### src/bpc_pkg.sv
// ----------------------------------------------------------------------------
// bpc_pkg
// Shared types and constants for the button press classifier.
// ----------------------------------------------------------------------------
package bpc_pkg;

  localparam int unsigned COUNT_WIDTH = 16;
  localparam int unsigned TIME_WIDTH  = 32;
  localparam int unsigned CFG_WIDTH   = 16;
  localparam int unsigned CMP_WIDTH   = (COUNT_WIDTH > CFG_WIDTH) ? COUNT_WIDTH : CFG_WIDTH;

  localparam logic [CFG_WIDTH-1:0] MIN_PULSE_RST  = CFG_WIDTH'(50);
  localparam logic [CFG_WIDTH-1:0] HOLD_PULSE_RST = CFG_WIDTH'(1000);

  typedef enum logic [0:0] {
    REG_MIN_PULSE  = 1'b0,
    REG_HOLD_PULSE = 1'b1
  } cfg_reg_e;

  typedef enum logic [2:0] {
    ST_UNKNOWN = 3'd0,
    ST_UP      = 3'd1,
    ST_DOWN    = 3'd2,
    ST_HOLD    = 3'd3,
    ST_PRESSED = 3'd4,
    ST_LONG    = 3'd5
  } btn_state_e;

  typedef struct packed {
    logic [TIME_WIDTH-1:0]  last_time;
    logic [COUNT_WIDTH-1:0] press_cnt;
    logic [COUNT_WIDTH-1:0] release_cnt;
    logic [2:0]             mode;
  } bpc_state_t;

  typedef struct packed {
    logic [CFG_WIDTH-1:0] min_pulse;
    logic [CFG_WIDTH-1:0] hold_pulse;
  } bpc_cfg_t;

endpackage

### src/bpc_cfg_regs.sv
// ----------------------------------------------------------------------------
// bpc_cfg_regs
// Configuration registers: minimum pulse and hold thresholds.
// ----------------------------------------------------------------------------
module bpc_cfg_regs (
  input  logic                          clk_i,
  input  logic                          rst_ni,
  input  logic                          cfg_we_i,
  input  logic                          cfg_index_i,
  input  logic [bpc_pkg::CFG_WIDTH-1:0] cfg_data_i,
  output bpc_pkg::bpc_cfg_t             cfg_o
);
  import bpc_pkg::*;

  bpc_cfg_t cfg_q;

  always_ff @(posedge clk_i or negedge rst_ni) begin
    if (!rst_ni) begin
      cfg_q.min_pulse  <= MIN_PULSE_RST;
      cfg_q.hold_pulse <= HOLD_PULSE_RST;
    end else if (cfg_we_i) begin
      case (cfg_reg_e'(cfg_index_i))
        REG_MIN_PULSE:  cfg_q.min_pulse  <= cfg_data_i;
        REG_HOLD_PULSE: cfg_q.hold_pulse <= cfg_data_i;
        default: ;
      endcase
    end
  end

  assign cfg_o = cfg_q;

endmodule

### src/bpc_next_state.sv
// ----------------------------------------------------------------------------
// bpc_next_state
// One poll of the classifier state machine: one-shot clear, then a
// timestamp-gated step with saturating counters.
// ----------------------------------------------------------------------------
module bpc_next_state (
  input  bpc_pkg::bpc_state_t            cur_i,
  input  bpc_pkg::bpc_cfg_t              cfg_i,
  input  logic [bpc_pkg::TIME_WIDTH-1:0] time_now_i,
  input  logic                           button_level_i,
  output bpc_pkg::bpc_state_t            nxt_o
);
  import bpc_pkg::*;

  bpc_state_t             st;
  logic                   press;
  logic [COUNT_WIDTH-1:0] press_inc;
  logic [COUNT_WIDTH-1:0] release_inc;
  logic                   press_ge_min;
  logic                   press_ge_hold;
  logic                   release_ge_min;

  always_comb begin
    st    = cur_i;
    press = ~button_level_i;
    if (st.mode == ST_PRESSED || st.mode == ST_LONG) begin
      st.press_cnt   = '0;
      st.release_cnt = '0;
      st.mode        = ST_UP;
    end

    // compares use pre-increment counter values
    press_inc      = (&st.press_cnt) ? st.press_cnt : st.press_cnt + 1'b1;
    release_inc    = (&st.release_cnt) ? st.release_cnt : st.release_cnt + 1'b1;
    press_ge_min   = CMP_WIDTH'(st.press_cnt) >= CMP_WIDTH'(cfg_i.min_pulse);
    press_ge_hold  = CMP_WIDTH'(st.press_cnt) >= CMP_WIDTH'(cfg_i.hold_pulse);
    release_ge_min = CMP_WIDTH'(st.release_cnt) >= CMP_WIDTH'(cfg_i.min_pulse);

    if (time_now_i != st.last_time) begin
      st.last_time = time_now_i;
      case (st.mode)
        ST_UNKNOWN: begin
          st.press_cnt   = '0;
          st.release_cnt = '0;
          if (!press) st.mode = ST_UP;
        end
        ST_UP: begin
          if (press) begin
            st.press_cnt = press_inc;
            if (press_ge_min) st.mode = ST_DOWN;
          end else begin
            st.press_cnt = '0;
          end
        end
        ST_DOWN: begin
          if (press) begin
            st.release_cnt = '0;
            st.press_cnt   = press_inc;
            if (press_ge_hold) st.mode = ST_HOLD;
          end else begin
            st.release_cnt = release_inc;
            if (release_ge_min) st.mode = ST_PRESSED;
          end
        end
        ST_HOLD: begin
          if (press) begin
            st.release_cnt = '0;
          end else begin
            st.release_cnt = release_inc;
            if (release_ge_min) st.mode = ST_LONG;
          end
        end
        default: begin
          st.press_cnt   = '0;
          st.release_cnt = '0;
          st.mode        = ST_UNKNOWN;
        end
      endcase
    end
  end

  assign nxt_o = st;

endmodule

### src/button_press_classifier_unit.sv
// ----------------------------------------------------------------------------
// button_press_classifier_unit
// Debounced push-button classifier, one poll per item.
// ----------------------------------------------------------------------------
// Usage:
//   Input channel (in_valid_i/in_ready_o) carries one poll: a millisecond
//   timestamp and the raw active-low button level. Output channel
//   (out_valid_o/out_ready_i) returns exactly one item per poll: the state
//   code after that poll (unknown, up, down, hold, pressed, long pressed).
//   Path: an accepted poll enters the input register; the state update then
//   writes the result register and raises out_valid_o once that is free.
//   Throughput: one item per cycle while out_ready_i stays high; the state
//   update is one pass of compare and increment logic between the input
//   register and the state registers.
//   Reset: state unknown, counters and stored timestamp zero, min_pulse 50,
//   hold_pulse 1000. A poll with timestamp 0 right after reset does not act.
//   Stall: when out_ready_i is low the result holds, the input register
//   keeps one more item, and in_ready_o drops only when both are full.
//   Configuration is written through cfg_we_i/cfg_index_i/cfg_data_i while
//   no item is in flight.
// ----------------------------------------------------------------------------
module button_press_classifier_unit (
  input  logic                           clk_i,
  input  logic                           rst_ni,
  input  logic                           cfg_we_i,
  input  logic                           cfg_index_i,
  input  logic [bpc_pkg::CFG_WIDTH-1:0]  cfg_data_i,
  input  logic                           in_valid_i,
  output logic                           in_ready_o,
  input  logic [bpc_pkg::TIME_WIDTH-1:0] time_now_i,
  input  logic                           button_level_i,
  output logic                           out_valid_o,
  input  logic                           out_ready_i,
  output logic [2:0]                     button_state_o
);
  import bpc_pkg::*;

  bpc_cfg_t              cfg;
  logic                  in_vld_q;
  logic [TIME_WIDTH-1:0] time_q;
  logic                  level_q;
  logic                  out_vld_q;
  logic [2:0]            result_q;
  bpc_state_t            state_q;
  bpc_state_t            state_d;
  logic                  advance;
  logic                  load_in;

  bpc_cfg_regs u_cfg (
    .clk_i       (clk_i),
    .rst_ni      (rst_ni),
    .cfg_we_i    (cfg_we_i),
    .cfg_index_i (cfg_index_i),
    .cfg_data_i  (cfg_data_i),
    .cfg_o       (cfg)
  );

  bpc_next_state u_next (
    .cur_i          (state_q),
    .cfg_i          (cfg),
    .time_now_i     (time_q),
    .button_level_i (level_q),
    .nxt_o          (state_d)
  );

  assign advance    = in_vld_q && (!out_vld_q || out_ready_i);
  assign in_ready_o = !in_vld_q || advance;
  assign load_in    = in_valid_i && in_ready_o;

  always_ff @(posedge clk_i or negedge rst_ni) begin
    if (!rst_ni) begin
      in_vld_q  <= 1'b0;
      out_vld_q <= 1'b0;
      state_q   <= '{last_time: '0, press_cnt: '0, release_cnt: '0, mode: ST_UNKNOWN};
    end else begin
      if (in_ready_o) in_vld_q <= in_valid_i;
      if (advance) begin
        out_vld_q <= 1'b1;
        state_q   <= state_d;
      end else if (out_ready_i) begin
        out_vld_q <= 1'b0;
      end
    end
  end

  always_ff @(posedge clk_i) begin
    if (load_in) begin
      time_q  <= time_now_i;
      level_q <= button_level_i;
    end
    if (advance) result_q <= state_d.mode;
  end

  assign out_valid_o    = out_vld_q;
  assign button_state_o = result_q;

endmodule

### config.mk
export PLATFORM = sky130hd
export DESIGN_NAME = button_press_classifier_unit
export DESIGN_NICKNAME = d
export VERILOG_FILES = /design/src/bpc_pkg.sv /design/src/bpc_cfg_regs.sv /design/src/bpc_next_state.sv /design/src/button_press_classifier_unit.sv
export SDC_FILE = /design/constraint.sdc
export NUM_CORES = 1
export LEC_CHECK = 0
export ABC_AREA = 1
export ABC_CLOCK_PERIOD_IN_PS = 3070
export BUFFER_PORTS_ARGS = -buffer_cell sky130_fd_sc_hd__buf_2
export CAP_MARGIN = 30
export CORE_AREA = 2 2 123 125
export DETAILED_ROUTE_END_ITERATION = 8
export DIE_AREA = 0 0 125 127
export GPL_ROUTABILITY_DRIVEN = 0
export PLACE_DENSITY = 0.82
export SLEW_MARGIN = 20
export SYNTH_ARGS = -nofsm -noshare
export SYNTH_HDL_FRONTEND = slang
export SYNTH_SLANG_ARGS = --single-unit
### constraint.sdc
create_clock -name clk_i -period 3.07 [get_ports clk_i]
set_input_delay 0.1535 -clock clk_i [delete_from_list [all_inputs] [get_ports clk_i]]
set_output_delay 0.1535 -clock clk_i [all_outputs]
set_load 0.1 [all_outputs]
; ---- Word level (Yosys, flattened, before mapping)
; Cells that the tools add are included.
[word_totals]
out_inout_bits = 5
inputBits = 55
regBits = 137
word_cells = 57
[classes]
muxes = 20
reduce_logical = 14
n_addsub = 2
order_cmp = 3
eq_ne = 6
n_bitwise = 1
[ops]
columns = op, count
row1 = case mux 16 bit (3 select lines), 2
row2 = two-way mux 16 bit, 5
row3 = two-way mux 35 bit, 2
row4 = greater-or-equal comparator 16 bit, 3
row5 = "adder 16 x 1 -> 16 bit, second input constant", 2
row6 = inequality test 32 bit, 1
row7 = AND reduction 16 bit, 2
row8 = two-way mux 3 bit, 7
row9 = two-way mux 19 bit, 1
row10 = case mux 3 bit (4 select lines), 1
row11 = "== test 3 x 2 -> 1 bit, second input constant", 2
row12 = "== test 3 bit, second input constant", 2
row13 = AND reduction 2 bit, 3
row14 = "== test 3 x 1 -> 1 bit, second input constant", 1
row15 = zero test 3 bit, 1
row16 = logical OR 1 bit, 3
row17 = logical AND 1 bit, 2
row18 = zero test 1 bit, 2
row19 = two-way mux 1 bit, 2
row20 = nonzero test 2 bit, 1
row21 = NOT 1 bit, 1

; ---- Logic depth before layout (Yosys ltp)
; Gate-level depths: netlist (run 1).
[depth]
word_depth = 8
mapped_depth = 23
mapped_depth_nobuf = 22

; ---- Cells and area by module
; Synthesis (run 1) repeated with hierarchy kept, for this count alone.
[unflattened]
cells_unflattened = 1249
area_unflattened_um2 = 9115.0
[by_module_without_submodules]
columns = mod, area_each_um2, n_inst, seq_area_each_um2, cells_each
row1 = bpc_next_state, 3960.0, 1, 0.0, 772
row2 = button_press_classifier_unit, 3823.7, 1, 2807.7, 337
row3 = bpc_cfg_regs, 1331.3, 1, 812.0, 140

; ---- Worst setup path before layout (run 1)
; Ideal clock, no wire load.
[synth_path]
path_type = reg2reg
from = reg out_vld_q (netlist: out_valid_o)
to = reg level_q (enable)
setup_ns = 0.406
arrival_ns = 2.676
n_path_buf = 0
synth_period_minus_slack_ns = 3.082
stages_incl_launch_ff = 4
path_slack_ns = -0.012
t_required_ns = 2.664
path_cell_list = dfrtp_1 nand3_1 nand2_1 inv_1
[synth_via]
elab_chain_len = 5
[synth_lines]
columns = item, line_no
row1 = "start, declared", button_press_classifier_unit.sv:42  ; logic out_vld_q;
row2 = "start signal, assigned", button_press_classifier_unit.sv:73  ; out_vld_q <= 1'b0;
row3 = "start signal, assigned", button_press_classifier_unit.sv:78  ; out_vld_q <= 1'b1;
row4 = "start signal, assigned", button_press_classifier_unit.sv:81  ; out_vld_q <= 1'b0;
row5 = zero test 1 bit, button_press_classifier_unit.sv:66  ; assign advance = in_vld_q && (!out_vld_q || out_ready_i);
row6 = logical OR 1 bit, button_press_classifier_unit.sv:66
row7 = logical AND 1 bit, button_press_classifier_unit.sv:66
row8 = logical OR 1 bit, button_press_classifier_unit.sv:67  ; assign in_ready_o = !in_vld_q || advance;
row9 = net in_ready_o, button_press_classifier_unit.sv:29  ; output logic in_ready_o,
row10 = logical AND 1 bit, button_press_classifier_unit.sv:68  ; assign load_in = in_valid_i && in_ready_o;
row11 = net load_in, button_press_classifier_unit.sv:47  ; logic load_in;
row12 = "end signal, assigned", button_press_classifier_unit.sv:89  ; level_q <= button_level_i;
row13 = "end, declared", button_press_classifier_unit.sv:41  ; logic level_q;
; The timed path passes the listed nets, and every way through them passes these cells.
; A chain may end at the register's enable or synchronous reset.

==> results of run 1 <==
stage by stage:
step	setup slack, ps	power, mW
6_report	293	8.56
5_1_grt	22.0	9.17
2_1_floorplan	353	5.20
3_5_place_dp	316	6.23
4_1_cts	306	8.42
3_3_place_gp	395	6.12
cells in the final DEF (no fill, tap or decap), drive strengths merged, types with 18 or more instances in the layout:
master,netlist,routed
nor2,113,113
ha,42,42
xnor2,20,20
nor3,18,18
nand2,287,287
nand3,83,83
inv,162,172
nand4,21,21
edfxtp,36,36
o21ai,113,113
a21oi,57,57
dlygate4sd3,0,48
dfrtp,92,92
buf,9,87
final cells by class:
type / count / area share [%]
Multi-Input combinational cell: 806 / 40.7
Sequential cell: 137 / 35.3
Timing Repair Buffer: 135 / 9.96
Inverter: 162 / 5.93
Clock buffer: 17 / 4.15
Tap cell: 184 / 2.25
Clock inverter: 15 / 1.68
power by group through the flow:
stage / logic (mW) / registers (mW) / clock network, mW
finish: 3.76 / 2.69 / 2.10
global route: 4.23 / 2.73 / 2.20
CTS: 3.64 / 2.67 / 2.12
detailed placement: 3.54 / 2.69 / 0
global placement: 3.45 / 2.67 / 0
floorplan: 2.51 / 2.69 / 0
kinds of logic (layout without fill, tap and decap cells):
kind of cell | after synthesis | in the layout | synth area share, %
simple gates | 539 | 539 | 27.2
buf+inv | 200 | 329 | 9.05
compound gates | 194 | 194 | 12.1
flops | 137 | 137 | 42.3
fa+ha+maj | 42 | 42 | 6.15
xor+xnor | 31 | 31 | 3.18
critical path: cells and delay by family, from the launching register on:
kind | cells | cell delay (ps)
fa+ha+maj | 1 | 300
simple gates | 13 | 1450
buf+inv | 4 | 530
flops | 1 | 440
registers in the layout, indices dropped and copies added, names as in the netlist:
register / cells
level_q: 1
in_vld_q: 1
button_state_o: 3
u_cfg.cfg_o: 32
time_q: 32
out_valid_o: 1
state_q: 67
timing repair:
item | in CTS | in global routing
endpoints found under the hold margin | 102 | 0
endpoints found under the setup margin | 0 | 5
gates resized for setup | 0 | 2
hold buffers | 48 | 0
setup buffers | 0 | 0
path summary, 6_finish.rpt:
path	cells after the start	endpoint	slack, ps
setup / recovery	18	state_q[0]	290
hold / removal	3	u_cfg.cfg_o[26]	8
setup reg to reg	18	state_q[0]	290
hold reg to reg	2	u_cfg.cfg_o[20]	490
max in group asynchronous	3	u_cfg.cfg_o[6]	1860
min in group asynchronous	2	u_cfg.cfg_o[1]	320
per-layer routing:
layer | wire, um | up-vias
met5 | 0 | -
met4 | 861 | 0
met3 | 1930 | 84
met2 | 11800 | 428
met1 | 9520 | 3835
li1 | - | 3950
==> metrics.md, run 1 <==
| Metric | Value |
|---|---|
| Outcome | complete, no violations |
| Most frequent cell after synthesis | nand2_1 |
| Min Clock Period, post-route | 2780 ps |
| Met1 usage | 39.1% |
| Crit path arrival time | 3150 ps |
| Height of the chip | 127 um |
| Critical R2R Launch | state_q[1] |
| Fmax | 360 MHz |
| Gate count of the mapped netlist | 1,143 |
| Critical Path Source | state_q[1] |
| Psw | 3.77 mW |
| Synthesized area per cell | 7.48 um^2 |
| DRT Pass-1 Iters | 6 |
| Pwr Density | 835 nW/um^2 |
| Row Count | 44 |
| CP max FO | 17 |
| Most frequent cell on the critical path | nand2_1 |
| Chip width | 125 um |
| WL final | 24,100 um |
| Largest net degree at the start of global routing | 53 |
| M3 GR Usage | 7.04% |
| Clock skew | 20.1 ps |
| Post-DR wirelength/cell | 16.6 um |
| Internal Power | 4.79 mW |
| Antenna Cells | 0 |
| Port buffer count | 59 |
| Post-synth net total | 1,240 |
| GRT Util Overall | 31.4% |
| CTS tree | yes |
| EDFF count, synth | 36 |
| Min-delay src | cfg_data_i[10] |
| Worst vdd ir | 684 uV |
| H-tree levels | 4 |
| Crit-path cells | inv_2 > nand2_8 > buf_12 > nand2_1 > inv_1 > ha_1 > nand2_1 > inv_1 > nand3_1 > nor3_1 > nand3_1 > nand3_1 > nand2_1 > nand2_1 > nand3_1 > nand2_1 > nand2_1 > nand2_1 |
| First DRT Iteration DRCs | 802 |
| Worst-margin pin slew | 827 ps |
| Hold Crit Class | input port to flop |
| Die area | 15,900 um^2 |
| Clock Root Buffer | clkbuf_16 |
| Final core utilization | 71.1% |
| Finish-stage setup viols | 0 |
| Top cells by count, synth | 278 x nand2_1, 155 x inv_1, 110 x nor2_1 |
| Sequential Power Share | 31.5% |
| # Max-Cap Violations | 0 |
| DP HPWL | 15,200 um |
| Yosys top cell area share | 26.9% |
| Vias in the first global route | 8,114 |
| DRC violations left | 0 |
| Initial antenna violation count | 0 |
| Post-route setup TNS | 0 ps |
| Synth area leaders | dfrtp_1 27%, edfxtp_1 13%, nand2_1 12% |
| DP Area | 9140 um^2 |
| First-pass GRT wire length | 39,800 um |
| Via count | 8,297 |
| Slew margin rel. | 44.7% |
| Number of routed nets with antenna violations | 0 |
| Clock buffer depth | 2 |
| Post-synth cell types | 41 |
| Fin. max-slew vios | 0 |
| Busiest metal layer after global routing | met2 |
| Startpoint Class | flop |
| CORE AREA | 14,400 um^2 |
| Critical Path End Type | flop |
| Worst path required time | 3450 ps |
| Crit-path slowest cell | dfrtp_1 |
| WS Path Type | flop to flop |
| Combinational power share | 44.0% |
| Top_reg_cell synth | dfrtp_1 |
| Synthesized area | 8550 um^2 |
| Via density | 5.70 |
| Post-synthesis sequential area ratio | 42.3% |
| Share of layout cells above drive strength 1 | 12.8% |
| Clock group share of total power | 24.6% |
| Lkg Pwr | 5.02 nW |
| YS warnings | 0 |
| Placed insts | 1,375 |
| Hold_ws | 8.35 ps |
| Fraction of registers with async set/reset | 73.7% |
| Sw frac | 44.0% |
| Fill cells | 1,070 |
| NumNets Final | 1,356 |
| Area leader, netlist | dfrtp_1 |
| Overflow after GRT | 0 |
| Number of synthesized register bits | 137 |
| Area grow syn2layout | 20.0% |
| Crit share post-route | 90.5% |
| Worst skew pair latency | 440 ps |
| Post-route design area | 10,300 um^2 |
| Initial Util | 59.3% |
| Final hold vios | 0 |
| Multi-input logic area | 4180 um^2 |
| RSZ-0062 raised after global routing | no |
| Reg area | 3620 um^2 |
| Largest stage delay on the critical path | 440 ps |
| M2 GR Usage | 52.7% |
| Clk slew on worst S/H paths | 70 ps |
| Clk sink count | 137 |
| Top-Level Pins | 60 |
| CTS Buf Count | 17 |
| Post-Layout Cell Count | 1,456 |
Power figures use the tool's default switching activity.
==> run 2: changes to the inputs <==
- HOLD_SLACK_MARGIN: not set -> 0.12
- SKIP_LAST_GASP: not set -> 1
==> run 2 against run 1 <==
Count of clock-buffer cells in the layout did not move. Non-clock buffer count up 7. Sequential share of layout area decreased by 0.24 points. Critical path depth is 3 lower. Power is 1.1% higher. Utilization rose by 0.49 points. Flip-flop and latch count did not move. Setup slack improved by 20 ps. Wire length grew 4.9%. Sequential power about the same. Critical endpoint is now state_q[34]. Largest power group unchanged. Highest routed layer unchanged.
==> metrics.md, run 2 (synthesis results as in run 1) <==
| Metric | Value |
|---|---|
| CTS Buf Count | 17 (unchanged) |
| Final core utilization | 71.6% (+0.49 points) |
| Largest Register | state_q |
| Post-CTS Setup Inserts | 0 (unchanged) |
| # Max-Cap Violations | 0 (unchanged) |
| Crit-path slowest cell | dfrtp_1 |
| Max reg flops | 67 (unchanged) |
| Startpoint Class | flop |
| First-pass GRT wire length | 41,600 um (+4.3%) |
| Cell family with most CP delay | simple AND/OR/NAND/NOR gates |
| Clock skew | 9.61 ps (-10.5 ps) |
| Pwr Density | 838 nW/um^2 (+0.39%) |
| Share of layout cells above drive strength 1 | 12.8% (about the same) |
| Critical Path End Type | flop |
| Critical R2R Launch | state_q[2] |
| First DRT Iteration DRCs | 921 (+15%) |
| CP Depth | 15 (-3) |
| Placed insts | 1,375 (unchanged) |
| Post-route design area | 10,300 um^2 (+0.70%) |
| Clk slew on worst S/H paths | 70 ps (about the same) |
| Outcome | complete, no violations |
| CORE AREA | 14,400 um^2 (unchanged) |
| RSZ-0062 raised after global routing | yes |
| Post-DR wirelength/cell | 17.3 um (+4.4%) |
| CP max FO | 9 (-8) |
| FF-to-FF setup slack | 310 ps (+20 ps) |
| Row Count | 44 (unchanged) |
| Total chip power | 8.65 mW (+1.1%) |
| Fmax | 363 MHz (+0.73%) |
| Final hold vios | 0 (unchanged) |
| H-tree levels | 4 (unchanged) |
| Chip width | 125 um (unchanged) |
| Commonest non-fill, non-tap cell in the layout | nand2_1 |
| Port buffer count | 59 (unchanged) |
| Min Clock Period, post-route | 2760 ps (-20.0 ps) |
| Via count | 8,476 (+2.2%) |
| Die area | 15,900 um^2 (unchanged) |
| Largest net degree at the start of global routing | 53 (unchanged) |
| Fin. max-slew vios | 0 (unchanged) |
| Worst skew pair latency | 450 ps (about the same) |
| Slew margin rel. | 50.7% (+5.9 points) |
| Lkg Pwr | 5.05 nW (+0.61%) |
| Worst-margin pin slew | 740 ps (-87.1 ps) |
| DRC violations left | 0 (unchanged) |
| Critical Path Source | state_q[2] |
| Overflow after GRT | 0 (unchanged) |
| Crit share post-route | 89.8% (-0.65 points) |
| GRT Util Overall | 32.9% (+1.5 points) |
| Hold Crit Class | input port to flop |
| Initial Util | 59.3% (unchanged) |
| WS Path Type | flop to flop |
| WL final | 25,300 um (+4.9%) |
| Largest stage delay on the critical path | 480 ps (+40 ps) |
| Vias in the first global route | 8,313 (+2.5%) |
| Pre-CTS setup slack | 316 ps (unchanged) |
| Top-Level Pins | 60 (unchanged) |
| DRT Pass-1 Iters | 6 (unchanged) |
| Number of routed nets with antenna violations | 0 (unchanged) |
| Worst vdd ir | 583 uV (-15%) |
| WP buf/inv | 4 (unchanged) |
| Clock buffer depth | 2 (unchanged) |
| Worst path required time | 3440 ps (about the same) |
| Post-route setup TNS | 0 ps (unchanged) |
| Initial antenna violation count | 0 (unchanged) |
| Clock Root Buffer | clkbuf_16 |
| DP HPWL | 15,200 um (unchanged) |
| WHS Endpoint | u_cfg.cfg_o[7] |
| Antenna Cells | 0 (unchanged) |
| Clk sink count | 137 (unchanged) |
| Area grow syn2layout | 20.8% |
| R2R cell count | 15 (-3) |
| Post-Layout Cell Count | 1,463 (+0.48%) |
| Crit-path cells | inv_1 > nor2_1 > buf_4 > nor2_1 > ha_1 > inv_1 > nor3_1 > nand2_1 > nor2_2 > inv_2 > nand3_1 > nand3_1 > nand3_1 > a21oi_1 > nor2_1 |
| Via density | 5.79 (+1.7%) |
| Min-delay src | cfg_index_i |
| Reg2reg end | state_q[34] |
| Crit path arrival time | 3130 ps (-20 ps) |
| Height of the chip | 127 um (unchanged) |
| CTS tree | yes |
| DP Area | 9140 um^2 (unchanged) |
| Hold_ws | 308 ps (+300 ps) |
| NumNets Final | 1,363 (+0.52%) |
| Finish-stage setup viols | 0 (unchanged) |
| Fin worst setup slack | 313 ps (+20.0 ps) |
| Worst hold path stage count | 4 (+1) |
| Most frequent cells in the layout | 278 x nand2_1, 155 x inv_1, 110 x nor2_1 |
run 2: cell count changes in the layout (fill, tap and decap cells not counted), sizes merged:
| cell | change |
|---|---|
| dlygate4sd3 | +6 |
| buf | +1 |
run 2: worst max-delay path by stage:
| stage | slack, ps | to |
|---|---|---|
| floorplan | 350 | level_q |
| global placement | 400 | state_q[7] |
| detailed placement | 320 | state_q[7] |
| CTS | 310 | state_q[7] |
| global route | -20 | state_q[34] |
| finish | 310 | state_q[34] |
run 2: layout make-up:
| cell class | instances | area [um^2] |
|---|---|---|
| inverter | 162 | 608 |
| sequential | 137 | 3620 |
| tap | 184 | 230 |
| multi-input combinational | 806 | 4180 |
| timing repair buffer | 142 | 1090 |
| clock inverter | 15 | 173 |
| fill | 1048 | 4100 |
| clock buffer | 17 | 425 |
run 2: metal layers:
layer  global-route usage, %  part of all wire [%]  vias to the layer above
met4                    15.0                   4.2                        0
met2                    56.1                    49                      490
met3                    8.00                   8.6                      101
li1                        -                     -                     3972
met1                    39.8                    38                     3913
met5                       0                     0                        -
run 2: worst min-delay path, cell delays in order:
cell	delay, ps
buf_2	100
nand2_1	280
nand2_1	130
o21ai_0	70
run 2: what timing repair did:
| item | in CTS | in global routing |
|---|---|---|
| setup endpoints to repair | 0 | 6 |
| endpoints found under the hold margin | 112 | 0 |
| hold buffers | 54 | 0 |
| resized for setup | 0 | 2 |
run 2: report_power, final:
group	leakage (nW)	switching [mW]	internal, mW
logic	3.19	2.48	1.32
registers	1.57	0.392	2.32
clock network	0.293	0.981	1.16
